--- config.mk ---
export PLATFORM = sky130hd
export DESIGN_NAME = sfd_delay_mod
export DESIGN_NICKNAME = d
export VERILOG_FILES = /design/src/rtl/sfd_pkg.sv /design/src/rtl/sfd_delay_mod.sv
export SDC_FILE = /design/constraint.sdc
export NUM_CORES = 1
export LEC_CHECK = 0
export BUFFER_PORTS_ARGS = -buffer_cell sky130_fd_sc_hd__buf_2
export CAP_MARGIN = 30
export CORE_ASPECT_RATIO = 0.7
export CORE_MARGIN = 1.5
export CORE_UTILIZATION = 30
export DETAILED_ROUTE_END_ITERATION = 8
export PLACE_DENSITY = 0.49
export SYNTH_ARGS = -nofsm -noshare
export SYNTH_HDL_FRONTEND = slang
export SYNTH_SLANG_ARGS = --single-unit
--- constraint.sdc ---
create_clock -name clk -period 1.7 [get_ports clk]
set_input_delay 0.34 -clock clk [delete_from_list [all_inputs] [get_ports clk]]
set_output_delay 0.34 -clock clk [all_outputs]
set_load 0.02 [all_outputs]
--- src/rtl/sfd_pkg.sv ---
// ----------------------------------------------------------------------------
// sfd_pkg
// Shared types, constants and arithmetic helpers of the stereo feedback delay.
// ----------------------------------------------------------------------------
package sfd_pkg;

	localparam int BUFFER_DEPTH_DEF = 65536;
	localparam int SAMPLE_W         = 16;
	localparam int DELAY_W          = 16;
	localparam int FB_GAIN_W        = 15;
	localparam int DRY_W            = 16;
	localparam int DELAY_RESET      = 24000;
	localparam int FB_GAIN_RESET    = 16384;
	localparam int DRY_RESET        = 16384;
	localparam int UNITY            = 32768;
	localparam int OUT_DEPTH        = 4;
	localparam int ARITH_W          = 36;

	// register indexes (paddr[3:2])
	localparam logic [1:0] REG_DELAY   = 2'd0;
	localparam logic [1:0] REG_FB_GAIN = 2'd1;
	localparam logic [1:0] REG_DRY     = 2'd2;

	// per-item flags of the write/read stage
	typedef struct packed {
		logic valid;
		logic rd_ok;   // read entry was written since reset
		logic rd_same; // read entry is the one written by this item
	} lane_ctl_t;

	typedef struct packed {
		logic [FB_GAIN_W-1:0] fb_gain;
		logic [DRY_W-1:0]     dry;
		logic [DRY_W-1:0]     wet;
	} gain_cfg_t;

	// add one half, floor-divide by 2^15
	function automatic logic signed [ARITH_W-1:0] round_q15(
		input logic signed [ARITH_W-1:0] p
	);
		return (p + ARITH_W'(signed'(16384))) >>> 15;
	endfunction

	function automatic logic signed [SAMPLE_W-1:0] sat16(
		input logic signed [ARITH_W-1:0] v
	);
		logic signed [SAMPLE_W-1:0] r;
		if (v > ARITH_W'(signed'(32767))) begin
			r = 16'sh7fff;
		end else if (v < -ARITH_W'(signed'(32768))) begin
			r = 16'sh8000;
		end else begin
			r = v[SAMPLE_W-1:0];
		end
		return r;
	endfunction

endpackage

--- src/rtl/sfd_delay_mod.sv ---
// ----------------------------------------------------------------------------
// sfd_delay_mod
// Remainder of the delay register by the buffer depth, by reciprocal
// multiplication: a quotient step, then a remainder step.
// ----------------------------------------------------------------------------
module sfd_delay_mod #(
	parameter int BUFFER_DEPTH = sfd_pkg::BUFFER_DEPTH_DEF
) (
	input  logic                              clk,
	input  logic                              arst_n,
	input  logic                              start,
	input  logic [sfd_pkg::DELAY_W-1:0]       value,
	output logic                              busy,
	output logic [$clog2(BUFFER_DEPTH)-1:0]   rem
);

	localparam int AW = $clog2(BUFFER_DEPTH);
	localparam int SH = sfd_pkg::DELAY_W + AW;
	localparam int MW = sfd_pkg::DELAY_W + 2;
	localparam int PW = sfd_pkg::DELAY_W + MW;
	localparam longint RECIP_L = ((longint'(1) << SH) + longint'(BUFFER_DEPTH) - 1)
		/ longint'(BUFFER_DEPTH);
	localparam logic [MW-1:0] RECIP     = MW'(RECIP_L);
	localparam logic [sfd_pkg::DELAY_W-1:0] DEPTH_LO = sfd_pkg::DELAY_W'(BUFFER_DEPTH);
	localparam logic [AW-1:0] RESET_REM = AW'(sfd_pkg::DELAY_RESET % BUFFER_DEPTH);
	localparam logic [1:0]    STEPS     = 2'd2;

	logic [sfd_pkg::DELAY_W-1:0] src_q;
	logic [sfd_pkg::DELAY_W-1:0] q_q;
	logic [AW-1:0]               rem_q;
	logic [1:0]                  cnt_q;
	logic [PW-1:0]               prod;
	logic [sfd_pkg::DELAY_W-1:0] qd;

	// quotient is exact for any 16-bit value with a shift of 16 + log2(depth)
	always_comb begin
		prod = PW'(src_q) * PW'(RECIP);
		qd   = q_q * DEPTH_LO;
	end

	always_ff @(posedge clk or negedge arst_n) begin
		if (!arst_n) begin
			src_q <= '0;
			q_q   <= '0;
			rem_q <= RESET_REM;
			cnt_q <= '0;
		end else if (start) begin
			src_q <= value;
			cnt_q <= STEPS;
		end else if (cnt_q != '0) begin
			if (cnt_q == STEPS) begin
				q_q <= sfd_pkg::DELAY_W'(prod >> SH);
			end else begin
				rem_q <= AW'(src_q - qd);
			end
			cnt_q <= cnt_q - 2'd1;
		end
	end

	assign busy = (cnt_q != '0);
	assign rem  = rem_q;

endmodule

## Word level (Yosys, flattened, before mapping)

Index checks and enable logic that the tools add are counted.
W data, S select, Z words.

- Add/subtract/negate cells: 1
- Reductions and logical operators: 3
- Equal/unequal tests: 1
- Bitwise logic cells: 2
- Multiplexer cells: 2

Operators with widths:

| kind | count |
|---|---|
| $mux W2 | 2 |
| $reduce_bool A2 Y1 | 2 |
| $reduce_and A3 Y1 | 1 |
| $eq A2 B2 Y1 const B | 1 |
| $not A1 Y1 | 2 |
| $sub A2 B1 Y2 const B | 1 |

- Logic and storage cells: 12
- Output and inout bits: 17
- Flip-flop bits (word level): 34

## Logic depth before layout (Yosys ltp)

- Depth in word-level cells: 3
- Gate-level depth with buffers: 5
- Mapped depth without buffers: 4

## Worst setup path after synthesis

Ideal clock, no wire load.

- Path type: input-to-reg
- From: input port start
- To: register rem_q[13], in the netlist rem[13]
- Setup slack: 452 ps
- Setup time: 125 ps
- Buffers on the path: 3
- Stages: 5
- Data required time: 1575 ps
- Arrival: 1122 ps
- Cells stage by stage: buf_6 -> nor2b_2 -> buf_6 -> buf_12 -> mux2_4

- Word-level cells in the longest chain between the ends: 2

Ends and longest elaborated chain:

| item | line | source |
|---|---|---|
| from (decl) | sfd_delay_mod.sv:11 | `input logic start,` |
| $not A1 Y1 (no line) | n/a |  |
| $reduce_and A3 Y1 (no line) | n/a |  |
| to (signal assigned) | sfd_delay_mod.sv:54 | `rem_q <= AW'(src_q - qd);` |
| to (decl) | sfd_delay_mod.sv:30 | `logic [AW-1:0] rem_q;` |

No other way between the ends.
A chain may end at the register's enable or synchronous reset.

## Worst setup path after layout

- From: register cnt_q[0]
- To: output port busy

- Word-level cells in the longest chain between the ends: 1

Ends and longest elaborated chain:

| item | line | source |
|---|---|---|
| from (decl) | sfd_delay_mod.sv:31 | `logic [1:0] cnt_q;` |
| from (signal assigned) | sfd_delay_mod.sv:56 | `cnt_q <= cnt_q - 2'd1;` |
| $reduce_bool A2 Y1 | sfd_delay_mod.sv:60 | `assign busy = (cnt_q != '0);` |
| to (decl) | sfd_delay_mod.sv:13 | `output logic busy,` |

No other way between the ends.

==> summary.md <==
| Metric | Value |
|---|---|
| Hold Path Origin | value[10] |
| Area leader, netlist | dfrtp_1 |
| PD cells | between 1500 and 2000 nW/um^2 |
| WHS Path Cells | 2 |
| Final wirelength | ~2400 um |
| Ports | 36 |
| Worst-Skew Late Latency | ~0.28 ns |
| Post-synthesis cell count | 80 |
| Max-cap violations | 0 |
| R2R depth | 3 |
| Register area share after synthesis | 0.627 |
| Grt total ovfl | 0 |
| Drt initial violations | 8 |
| Fraction of registers with async set/reset | 1.00 |
| Met1 usage | 0.121 |
| Worst r2r src | cnt_q[0] |
| Ratio of cells with drive above 1 in the final layout | 0.702 |
| DP HPWL | about 1600 um |
| Ys flop type | dfrtp_1 |
| Die Area | between 4000 and 5000 um^2 |
| Post-synthesis area per instance | roughly 17 um^2 |
| Routed WL per cell | about 13 um |
| Most used routing layer in global routing | met2 |
| IO buf count | 35 |
| Core Rows | 20 |
| Max VDD drop | 635 uV |
| CTS Buf Count | 5 |
| Commonest cells after routing, fill and taps aside | buf_2, dfrtp_1, mux2_2 |
| Critical Path AT | around 1.2 ns |
| Grt met3 use | 0.0446 |
| R2r setup slk | about 0.51 ns |
| Critical Path RT | ~1.4 ns |
| Core area | ~4400 um^2 |
| Die width | about 84 um |
| Slew HR | 0.710 |
| Max Buffers Root-to-Sink | 2 |
| Clk slew on worst S/H paths | about 0.07 ns |
| Starting Density | 0.315 |
| Antenna diodes | 0 |
| Drt via density | 4.35 |
| Peak Freq | roughly 660 MHz |
| Final Cell Area | 1730 um^2 |
| Crit-path max FO | 4 |
| Multi-input logic area | 452 um^2 |
| Initial antenna violation count | 0 |
| Hold Crit Class | input pin to flip-flop |
| Global-route wire length before repair | between 3000 and 4000 um |
| Most common cell on crit path | inv_1 |
| Fin. max-slew vios | 0 |
| EDFF count, synth | 0 |
| Worst-margin pin slew | between 0.4 and 0.5 ns |
| Final Skew | roughly 0.0038 ns |
| # setup viols final | 0 |
| Slowest cell on crit path | dfrtp_1 |
| Final instance count without filler cells | about 180 |
| Number of distinct library cells after synthesis | 14 |
| Root Buffer | clkbuf_8 |
| Drc violations | 0 |
| Post-DP Area | ~1600 um^2 |
| Met2 Use GR | 0.173 |
| Setup crit start | cnt_q[0] |
| CP Class | flip-flop to output pin |
| CP Launch Type | flip-flop |
| Vias | approximately 800 |
| Fillers | ~430 |
| Worst path cell trace | inv_1 > ha_1 > inv_1 > buf_2 |
| Top cells by area, synth | dfrtp_1, mux2_2, dfstp_2 |
| Max incr delay on CP | ~0.40 ns |
| Cts repair resizes | 0 |
| FF+latch count, synth | 34 |
| Top cell type's share of synthesized area | 0.493 |
| Vias in the first global route | between 800 and 900 |
| Gp weighted congestion | about 0.67 |
| Syn nets | 100 |
| Cells after DPL | 170 |
| Setup TNS | 0 ns |
| Worst hold slack | 0.285 ns |
| Antenna-violating nets left | 0 |
| Register area | 860 um^2 |
| Cell Area, Synth | 1370 um^2 |
| Die Span Y | roughly 60 um |
| Layout area overhead | 26.1% |
| Clock sinks | 34 |
| Post-CTS Setup Bufs | 0 |
| H-tree lvl count | 2 |
| Leakage Power | approximately 0.81 nW |
| Final Hold Vio Count | 0 |
| Tcrit/Tclk final | 0.891 |
| Commonest non-fill, non-tap cell in the layout | buf_2 |
| Tmin final | about 1.5 ns |
| CP endpoint kind | output pin |
| Outcome | finished, final reports clean |
| Largest net degree at the start of global routing | 19 |
| DRT Pass-1 Iters | 2 |
| CTS tree | yes |
| GRT Overall Usage | 0.107 |
| Post-CTS Hold Fix Bufs | 1 |
| Yosys warns | 0 |
| RSZ-0062 raised after global routing | no |
| Final nets | 143 |
-- per-layer routing --
layer / wire, um / vias up
met5: 0 / -
li1: - / 358
met2: 1080 / 17
met3: 126 / 5
met4: 44 / 0
met1: 1110 / 398
-- critical path: cells and delay by family (launching register included) --
family | cells | cell delay, ns
adder cells (fa/ha/maj) | 1 | 0.21
flip-flops | 1 | 0.40
buffers and inverters | 3 | 0.28
-- where the power goes --
part           total [mW]  switching (mW)  internal, mW  leakage, nW
logic                1.03           0.516         0.514        0.366
clock network       0.720           0.289         0.431       0.0579
registers            1.26           0.133          1.12        0.390
-- Yosys cell counts (2+ instances only) --
cell type / instances
dfrtp_1: 27
mux2_2: 22
mux2_4: 10
dfstp_2: 7
inv_1: 3
buf_6: 2
nand2b_1: 2
-- sequential cells by signal, indices dropped and copies added, names as in the netlist --
| register | cells |
|---|---|
| cnt_q | 2 |
| src_q | 16 |
| rem | 16 |
-- logic make-up after synthesis --
family / synth area share
compound gates: 0.00548
xor+xnor: 0.00639
fa+ha+maj: 0.00913
buf+inv: 0.0429
flops: 0.627
mux: 0.290
simple gates: 0.0183
-- layout make-up --
class	instances	area share
tap	55	0.0398
clock buffer	5	0.0398
sequential	34	0.497
inverter	3	0.00652
multi-input combinational	39	0.261
clock inverter	3	0.0232
timing repair buffer	40	0.132
-- final timing paths --
kind / endpoint
max in group asynchronous: rem[11]
hold reg to reg: rem[1]
min in group asynchronous: src_q[11]
setup / recovery: busy
hold / removal: src_q[10]
setup reg to reg: rem[13]
-- metrics by stage --
step | util | power (mW) | setup WS (ns)
finish | 0.397 | 3.01 | 0.186
global route | 0.397 | 3.19 | 0.0905
CTS | 0.397 | 3.06 | 0.146
detailed placement | 0.370 | 2.31 | 0.435
global placement | 0.370 | 2.30 | 0.452
floorplan | - | 2.01 | 0.452
Power figures use the tool's default switching activity.
