### src/rtl/sfd_pkg.sv
// ----------------------------------------------------------------------------
// sfd_pkg
// Shared types, constants and arithmetic helpers of the stereo feedback delay.
// ----------------------------------------------------------------------------
package sfd_pkg;

	localparam int BUFFER_DEPTH_DEF = 65536;
	localparam int SAMPLE_W         = 16;
	localparam int DELAY_W          = 16;
	localparam int FB_GAIN_W        = 15;
	localparam int DRY_W            = 16;
	localparam int DELAY_RESET      = 24000;
	localparam int FB_GAIN_RESET    = 16384;
	localparam int DRY_RESET        = 16384;
	localparam int UNITY            = 32768;
	localparam int OUT_DEPTH        = 4;
	localparam int ARITH_W          = 36;

	// register indexes (paddr[3:2])
	localparam logic [1:0] REG_DELAY   = 2'd0;
	localparam logic [1:0] REG_FB_GAIN = 2'd1;
	localparam logic [1:0] REG_DRY     = 2'd2;

	// per-item flags of the write/read stage
	typedef struct packed {
		logic valid;
		logic rd_ok;   // read entry was written since reset
		logic rd_same; // read entry is the one written by this item
	} lane_ctl_t;

	typedef struct packed {
		logic [FB_GAIN_W-1:0] fb_gain;
		logic [DRY_W-1:0]     dry;
		logic [DRY_W-1:0]     wet;
	} gain_cfg_t;

	// add one half, floor-divide by 2^15
	function automatic logic signed [ARITH_W-1:0] round_q15(
		input logic signed [ARITH_W-1:0] p
	);
		return (p + ARITH_W'(signed'(16384))) >>> 15;
	endfunction

	function automatic logic signed [SAMPLE_W-1:0] sat16(
		input logic signed [ARITH_W-1:0] v
	);
		logic signed [SAMPLE_W-1:0] r;
		if (v > ARITH_W'(signed'(32767))) begin
			r = 16'sh7fff;
		end else if (v < -ARITH_W'(signed'(32768))) begin
			r = 16'sh8000;
		end else begin
			r = v[SAMPLE_W-1:0];
		end
		return r;
	endfunction

endpackage

### src/rtl/sfd_merge.sv
// ----------------------------------------------------------------------------
// sfd_merge
// Joins the two lane results into one stereo word and queues it for output.
// ----------------------------------------------------------------------------
module sfd_merge (
	input  logic                                clk,
	input  logic                                arst_n,
	input  logic                                left_valid,
	input  logic                                right_valid,
	input  logic signed [sfd_pkg::SAMPLE_W-1:0] left,
	input  logic signed [sfd_pkg::SAMPLE_W-1:0] right,
	output logic                                m_tvalid,
	input  logic                                m_tready,
	output logic [2*sfd_pkg::SAMPLE_W-1:0]      m_tdata
);

	localparam int PW = $clog2(sfd_pkg::OUT_DEPTH);
	localparam int CW = $clog2(sfd_pkg::OUT_DEPTH + 1);

	logic [2*sfd_pkg::SAMPLE_W-1:0] buf_q [sfd_pkg::OUT_DEPTH];
	logic [PW-1:0]                  wptr_q, rptr_q;
	logic [CW-1:0]                  cnt_q;
	logic                           wr, rd;

	// room is guaranteed by the credit count in the top level
	assign wr = left_valid & right_valid;
	assign rd = m_tvalid & m_tready;

	always_ff @(posedge clk) begin
		if (wr) begin
			buf_q[wptr_q] <= {right, left};
		end
	end

	always_ff @(posedge clk or negedge arst_n) begin
		if (!arst_n) begin
			wptr_q <= '0;
			rptr_q <= '0;
			cnt_q  <= '0;
		end else begin
			if (wr) begin
				wptr_q <= wptr_q + PW'(1);
			end
			if (rd) begin
				rptr_q <= rptr_q + PW'(1);
			end
			cnt_q <= cnt_q + CW'(wr) - CW'(rd);
		end
	end

	assign m_tvalid = (cnt_q != '0);
	assign m_tdata  = buf_q[rptr_q];

endmodule

### config.mk
export PLATFORM = sky130hd
export DESIGN_NAME = sfd_merge
export DESIGN_NICKNAME = d
export VERILOG_FILES = /design/src/rtl/sfd_pkg.sv /design/src/rtl/sfd_merge.sv
export SDC_FILE = /design/constraint.sdc
export NUM_CORES = 1
export LEC_CHECK = 0
export BUFFER_PORTS_ARGS = -buffer_cell sky130_fd_sc_hd__buf_2
export CAP_MARGIN = 20
export CORE_ASPECT_RATIO = 1.1
export CORE_UTILIZATION = 56
export CTS_CLUSTER_SIZE = 12
export DETAILED_ROUTE_END_ITERATION = 8
export MAX_ROUTING_LAYER = met4
export PLACE_DENSITY = 0.89
export REMOVE_ABC_BUFFERS = 1
export SETUP_SLACK_MARGIN = 0.05
export SKIP_LAST_GASP = 1
export SLEW_MARGIN = 20
export SYNTH_ARGS = -nofsm -noshare
export SYNTH_HDL_FRONTEND = slang
export SYNTH_SLANG_ARGS = --single-unit
export TNS_END_PERCENT = 5
### constraint.sdc
create_clock -name clk -period 2.2 [get_ports clk]
set_input_delay 0.33 -clock clk [delete_from_list [all_inputs] [get_ports clk]]
set_output_delay 0.33 -clock clk [all_outputs]
set_load 0.1 [all_outputs]
Word level (Yosys, flattened, before mapping). Memories as Yosys holds them, arrays and structs flattened. Index checks and enable logic that the tools add are counted. W data, S select, Z words.

Shifts and indexed selects: 0. Equal/unequal tests: 0. $mul: 0. Multiplexer cells: 2. $add $sub $neg: 4. $lt $le $gt $ge: 0. Reductions and logical operators: 1. Div/mod/pow operators: 0. Bitwise operators: 2.

Operator list (count): $add A2 B1 Y2 const B (2); $add A3 B1 Y3 (1); $reduce_bool A3 Y1 (1); $sub A3 B1 Y3 (1); $and A1 B1 Y1 (2); $mux W1 (2).

Memory bits (writable): 128. Register bits after elaboration: 7. Latch bits: 0. Memory bits (read-only): 0. Output and inout port bits: 33. Memories kept: 1.

Memories: buf_q (words 4, width 32, rd ports 1, clocked after Yosys merged registers in 0, write ports 1, RTL line sfd_merge.sv:20) `logic [2*sfd_pkg::SAMPLE_W-1:0] buf_q [sfd_pkg::OUT_DEPTH];`.

Depth between registers and ports, before layout.
Depth after elaboration: 3. Gate-level depth with buffers: 7. Depth with buffers taken out: 7.

Least setup slack after synthesis. No wires, ideal clock.

Path kind: flip-flop to flip-flop. Start: register cnt_q[1]. End: register cnt_q[2]. Buffers on the path: 0. Stages on the path, launching flop included: 8. Period minus slack after synthesis: 1913 ps. Setup slack: 287 ps. Data arrival time: 1790 ps. Data required time: 2077 ps. Cells stage by stage: dfrtp_1 o31a_1 ha_1 inv_1 ha_1 fa_1 xnor2_1 xnor2_1.

Longest elaborated chain between the ends: 3.

RTL lines: start: declaration (RTL line sfd_merge.sv:22) `logic [CW-1:0] cnt_q;`; start signal: assignment (RTL line sfd_merge.sv:47) `cnt_q <= cnt_q + CW'(wr) - CW'(rd);`; $reduce_bool A3 Y1 (RTL line sfd_merge.sv:51) `assign m_tvalid = (cnt_q != '0);`; $and A1 B1 Y1 (RTL line sfd_merge.sv:27) `assign rd = m_tvalid & m_tready;`; net rd (RTL line sfd_merge.sv:23) `logic wr, rd;`; $sub A3 B1 Y3 (RTL line sfd_merge.sv:47).

The timed path passes the listed nets, and every way through them passes these cells. A chain may end at the register's enable or synchronous reset.

Worst setup path after layout.
Start: register rptr_q[0]. End: output port m_tdata[24] (netlist bit).

Longest elaborated chain between the ends: 1.

RTL lines: start: declaration (RTL line sfd_merge.sv:21) `logic [PW-1:0] wptr_q, rptr_q;`; start signal: assignment (RTL line sfd_merge.sv:45) `rptr_q <= rptr_q + PW'(1);`; $mem_v2 Z4 W32; end: declaration (RTL line sfd_merge.sv:14) `output logic [2*sfd_pkg::SAMPLE_W-1:0] m_tdata`.

No other way between the ends.

==> results.txt <==
----------------------------------------------------
[STA]
  Worst Slack Setup Final ... -0.07664 ns
  Final worst path period share ... 103.5%
  RSZ-0062 raised after global routing ... true
  Final setup skew ... 0.005917 ns
  Highest clock frequency the design can meet ... 0.4392 GHz
  Number of failing setup endpoints in the final timing report ... 31
  Final critical-path required period ... 2.277 ns
  Worst-margin pin slew ... 0.4828 ns
  Number of endpoints with negative hold slack in the final report ... 0
  Max-slew violations ... 0
  Relative slew slack ... 68.04%
  Final TNS setup ... -1.729 ns

[Min path]
  Number of cells on the worst hold path ... 1
  Worst min-delay path class ... in2reg

[Run status]
  Violations in the final reports ... negative setup slack
  Status ... complete, but fails checks

[Setup path]
  Critical path data arrival time ... 1.95 ns
  CP startpoint kind ... flip-flop
  Capturing element type of the critical path ... primary output
  Max stage delay on crit path ... 0.51 ns
  Depth of the critical timing path with buffers and inverters included ... 4
  Worst-path fanout max ... 9
  Crit-path cells ... buf_12 > buf_12 > mux4_2 > buf_4
  Cell mode on critical path ... sky130_fd_sc_hd__buf_12
  Startpoint-to-endpoint class of the critical path ... reg2out
  Required time reported for the critical path endpoint ... 1.87 ns
  Worst reg2reg path depth ... 7
  Crit-path leading delay family ... buffers and inverters
  Critical path buffer and inverter count ... 3
  Slowest library cell on the worst path ... sky130_fd_sc_hd__mux4_2

[Placed design]
  Input/output buffers ... 69
  Detailed placement HPWL ... 5.275 mm
  Final weighted congestion in routability-driven placement ... 0.6960
  Post-detailed-placement cell area ... 5822 um^2

[Yosys]
  Syn. warnings ... 0
  Flop and latch count out of synthesis ... 135
  Summed instance area of the synthesized netlist ... 5066 um^2
  Mapped Avg Cell Area ... 25.20 um^2
  Register area share after synthesis ... 79.33%
  Post-synthesis instance total ... 201
  Number of distinct library cells after synthesis ... 19

[Drt]
  Final Routed Wirelength ... 9.051 mm
  Drt via density ... 5.693
  Average wire per cell in the routed design ... 21.35 um
  DRC ... 0
  Via count ... 2,414
  DR iter-0 viols ... 182
  Post-detailed-route count of antenna-violating nets ... 0
  First-pass iteration count of the detailed router ... 5

[Final layout]
  Number of nets in the finished design ... 341
  Synthesis-to-layout area growth ... 29.56%
  Leading cell types in the layout, fill and taps excluded ... sky130_fd_sc_hd__edfxtp_1, sky130_fd_sc_hd__buf_2, sky130_fd_sc_hd__mux4_2
  Leading cell type in the layout, fill and taps excluded ... sky130_fd_sc_hd__edfxtp_1
  Fraction of layout cells with a size suffix above 1 ... 48.71%
  Final core area utilization ... 74.35%
  Count of antenna diodes in the layout ... 0
  Final non-filler cell area ... 6564 um^2

[Floorplanning]
  Initial Utilization ... 57.38%
  Chip Height ... 101.8 um
  Floorplan core area ... 8828 um^2
  FP Rows ... 36
  DIE WIDTH ... 92.69 um
  Top-level port count ... 70
  Floorplan die area ... 9431 um^2

[CTS]
  Clock latency on the worst-skew pair ... 0.51 ns
  Clock buffers created by TritonCTS ... 17
  Clock buffer depth ... 2
  Total number of clock tree sinks ... 135
  CTS tree ... done
  # H-tree levels ... 4
  Post-CTS clock slew at the launch and capture registers of the worst setup and hold paths ... 0.06 ns
  Clock root buffer master ... sky130_fd_sc_hd__clkbuf_8

[Global route]
  Number of antenna violations at the first check in global routing ... 0
  Via count of the first global-routing pass ... 2,465
  Aggregate global routing overflow ... 0
  All-Layer GR Usage ... 21.13%
  Global-route wire length before repair ... 13.10 mm
  Pin count of the biggest net entering global routing ... 22

[Run]
  Max Cap Violations ... 0

----------------------------------------------------
flip-flops by register name, summed over array words and instances (netlist names):
signal and count:
buf_q 128, rptr_q 2, wptr_q 2, cnt_q 3
timing repair:
| item | 4_1_cts | 5_1_grt |
|---|---|---|
| resized for setup | 5 | 33 |
| endpoints found under the setup margin | 32 | 32 |
| hold endpoints to repair | 7 | 0 |
| cloned | 0 | 2 |
| setup buffers | 2 | 1 |
| hold buffers | 1 | 0 |
cells in the mapped netlist:
| master | n | area, um^2 |
|---|---|---|
| sky130_fd_sc_hd__ha_1 | 6 | 75.07 |
| sky130_fd_sc_hd__and3_1 | 4 | 25.02 |
| sky130_fd_sc_hd__edfxtp_1 | 128 | 3844 |
| sky130_fd_sc_hd__buf_2 | 3 | 15.01 |
| sky130_fd_sc_hd__buf_12 | 3 | 60.06 |
| sky130_fd_sc_hd__nand2_1 | 1 | 3.750 |
| sky130_fd_sc_hd__dfrtp_1 | 7 | 175.2 |
| sky130_fd_sc_hd__clkbuf_1 | 1 | 3.750 |
| sky130_fd_sc_hd__mux2_2 | 1 | 11.26 |
| sky130_fd_sc_hd__buf_6 | 1 | 11.26 |
| sky130_fd_sc_hd__or3_1 | 1 | 6.260 |
| sky130_fd_sc_hd__o311ai_0 | 1 | 8.760 |
| sky130_fd_sc_hd__mux4_1 | 4 | 105.1 |
| sky130_fd_sc_hd__xor2_1 | 1 | 8.760 |
| sky130_fd_sc_hd__xnor2_1 | 4 | 35.03 |
| sky130_fd_sc_hd__fa_1 | 1 | 20.02 |
| sky130_fd_sc_hd__mux4_2 | 28 | 630.6 |
| sky130_fd_sc_hd__o31a_1 | 1 | 8.760 |
| sky130_fd_sc_hd__inv_1 | 5 | 18.77 |
layer usage:
layer / routed length, um / global-route usage [%] / part of all wire, %
met1: 3499 / 23.94 / 39
met2: 4918 / 34.30 / 54
met3: 446 / 7.357 / 4.9
met4: 186 / 9.349 / 2.1
met5: 0 / - / 0
layout make-up:
type	count	area, um^2
clock buffer	23	521.8
clock inverter	9	52.55
fill	518	2265
inverter	5	18.77
multi-input combinational	53	935.9
sequential	135	4021
tap	114	142.6
timing repair buffer	85	870.8
path summary, 6_finish.rpt:
check	startpoint	endpoint	slack (ns)
worst max-delay path	rptr_q[0]$_DFFE_PN0P_	m_tdata[24]	-0.08
worst min-delay path	right[11]	buf_q[0][27]$_DFFE_PP_	0.02
worst max register to register	cnt_q[1]$_DFF_PN0_	cnt_q[2]$_DFF_PN0_	0.17
worst min register to register	wptr_q[1]$_DFFE_PN0P_	wptr_q[1]$_DFFE_PN0P_	0.57
max in group asynchronous	arst_n	rptr_q[1]$_DFFE_PN0P_	1.85
min in group asynchronous	arst_n	cnt_q[0]$_DFF_PN0_	0.18
stage by stage:
| step | hold WS [ns] | worst slack (ns) | instances |
|---|---|---|---|
| floorplan | 0.03441 | -0.6546 | 193 |
| global placement | 0.1634 | 0.2643 | 386 |
| detailed placement | 0.1676 | 0.1931 | 386 |
| CTS | 0.004463 | -0.1649 | 421 |
| global route | 0.003602 | -0.1338 | 424 |
| finish | 0.02396 | -0.07664 | 424 |
cell families (layout without fill, tap and decap cells):
group	after synthesis	after routing	synth area share (%)
simple gates	6	6	0.6915
compound gates	2	2	0.3458
xor+xnor	5	5	0.8644
mux	33	33	14.74
buf+inv	13	122	2.149
flops	135	135	79.33
fa+ha+maj	7	7	1.877
worst reg2reg max path, cell delays in order, from the launching register on:
cell and delay, ns:
sky130_fd_sc_hd__dfrtp_1 0.40, sky130_fd_sc_hd__o31a_1 0.34, sky130_fd_sc_hd__ha_1 0.28, sky130_fd_sc_hd__inv_1 0.04, sky130_fd_sc_hd__ha_1 0.20, sky130_fd_sc_hd__fa_1 0.39, sky130_fd_sc_hd__xnor2_1 0.18, sky130_fd_sc_hd__xnor2_1 0.14
Power is not shown: default switching activity piles up to over one toggle a cycle in this logic, so the estimate is an artifact.
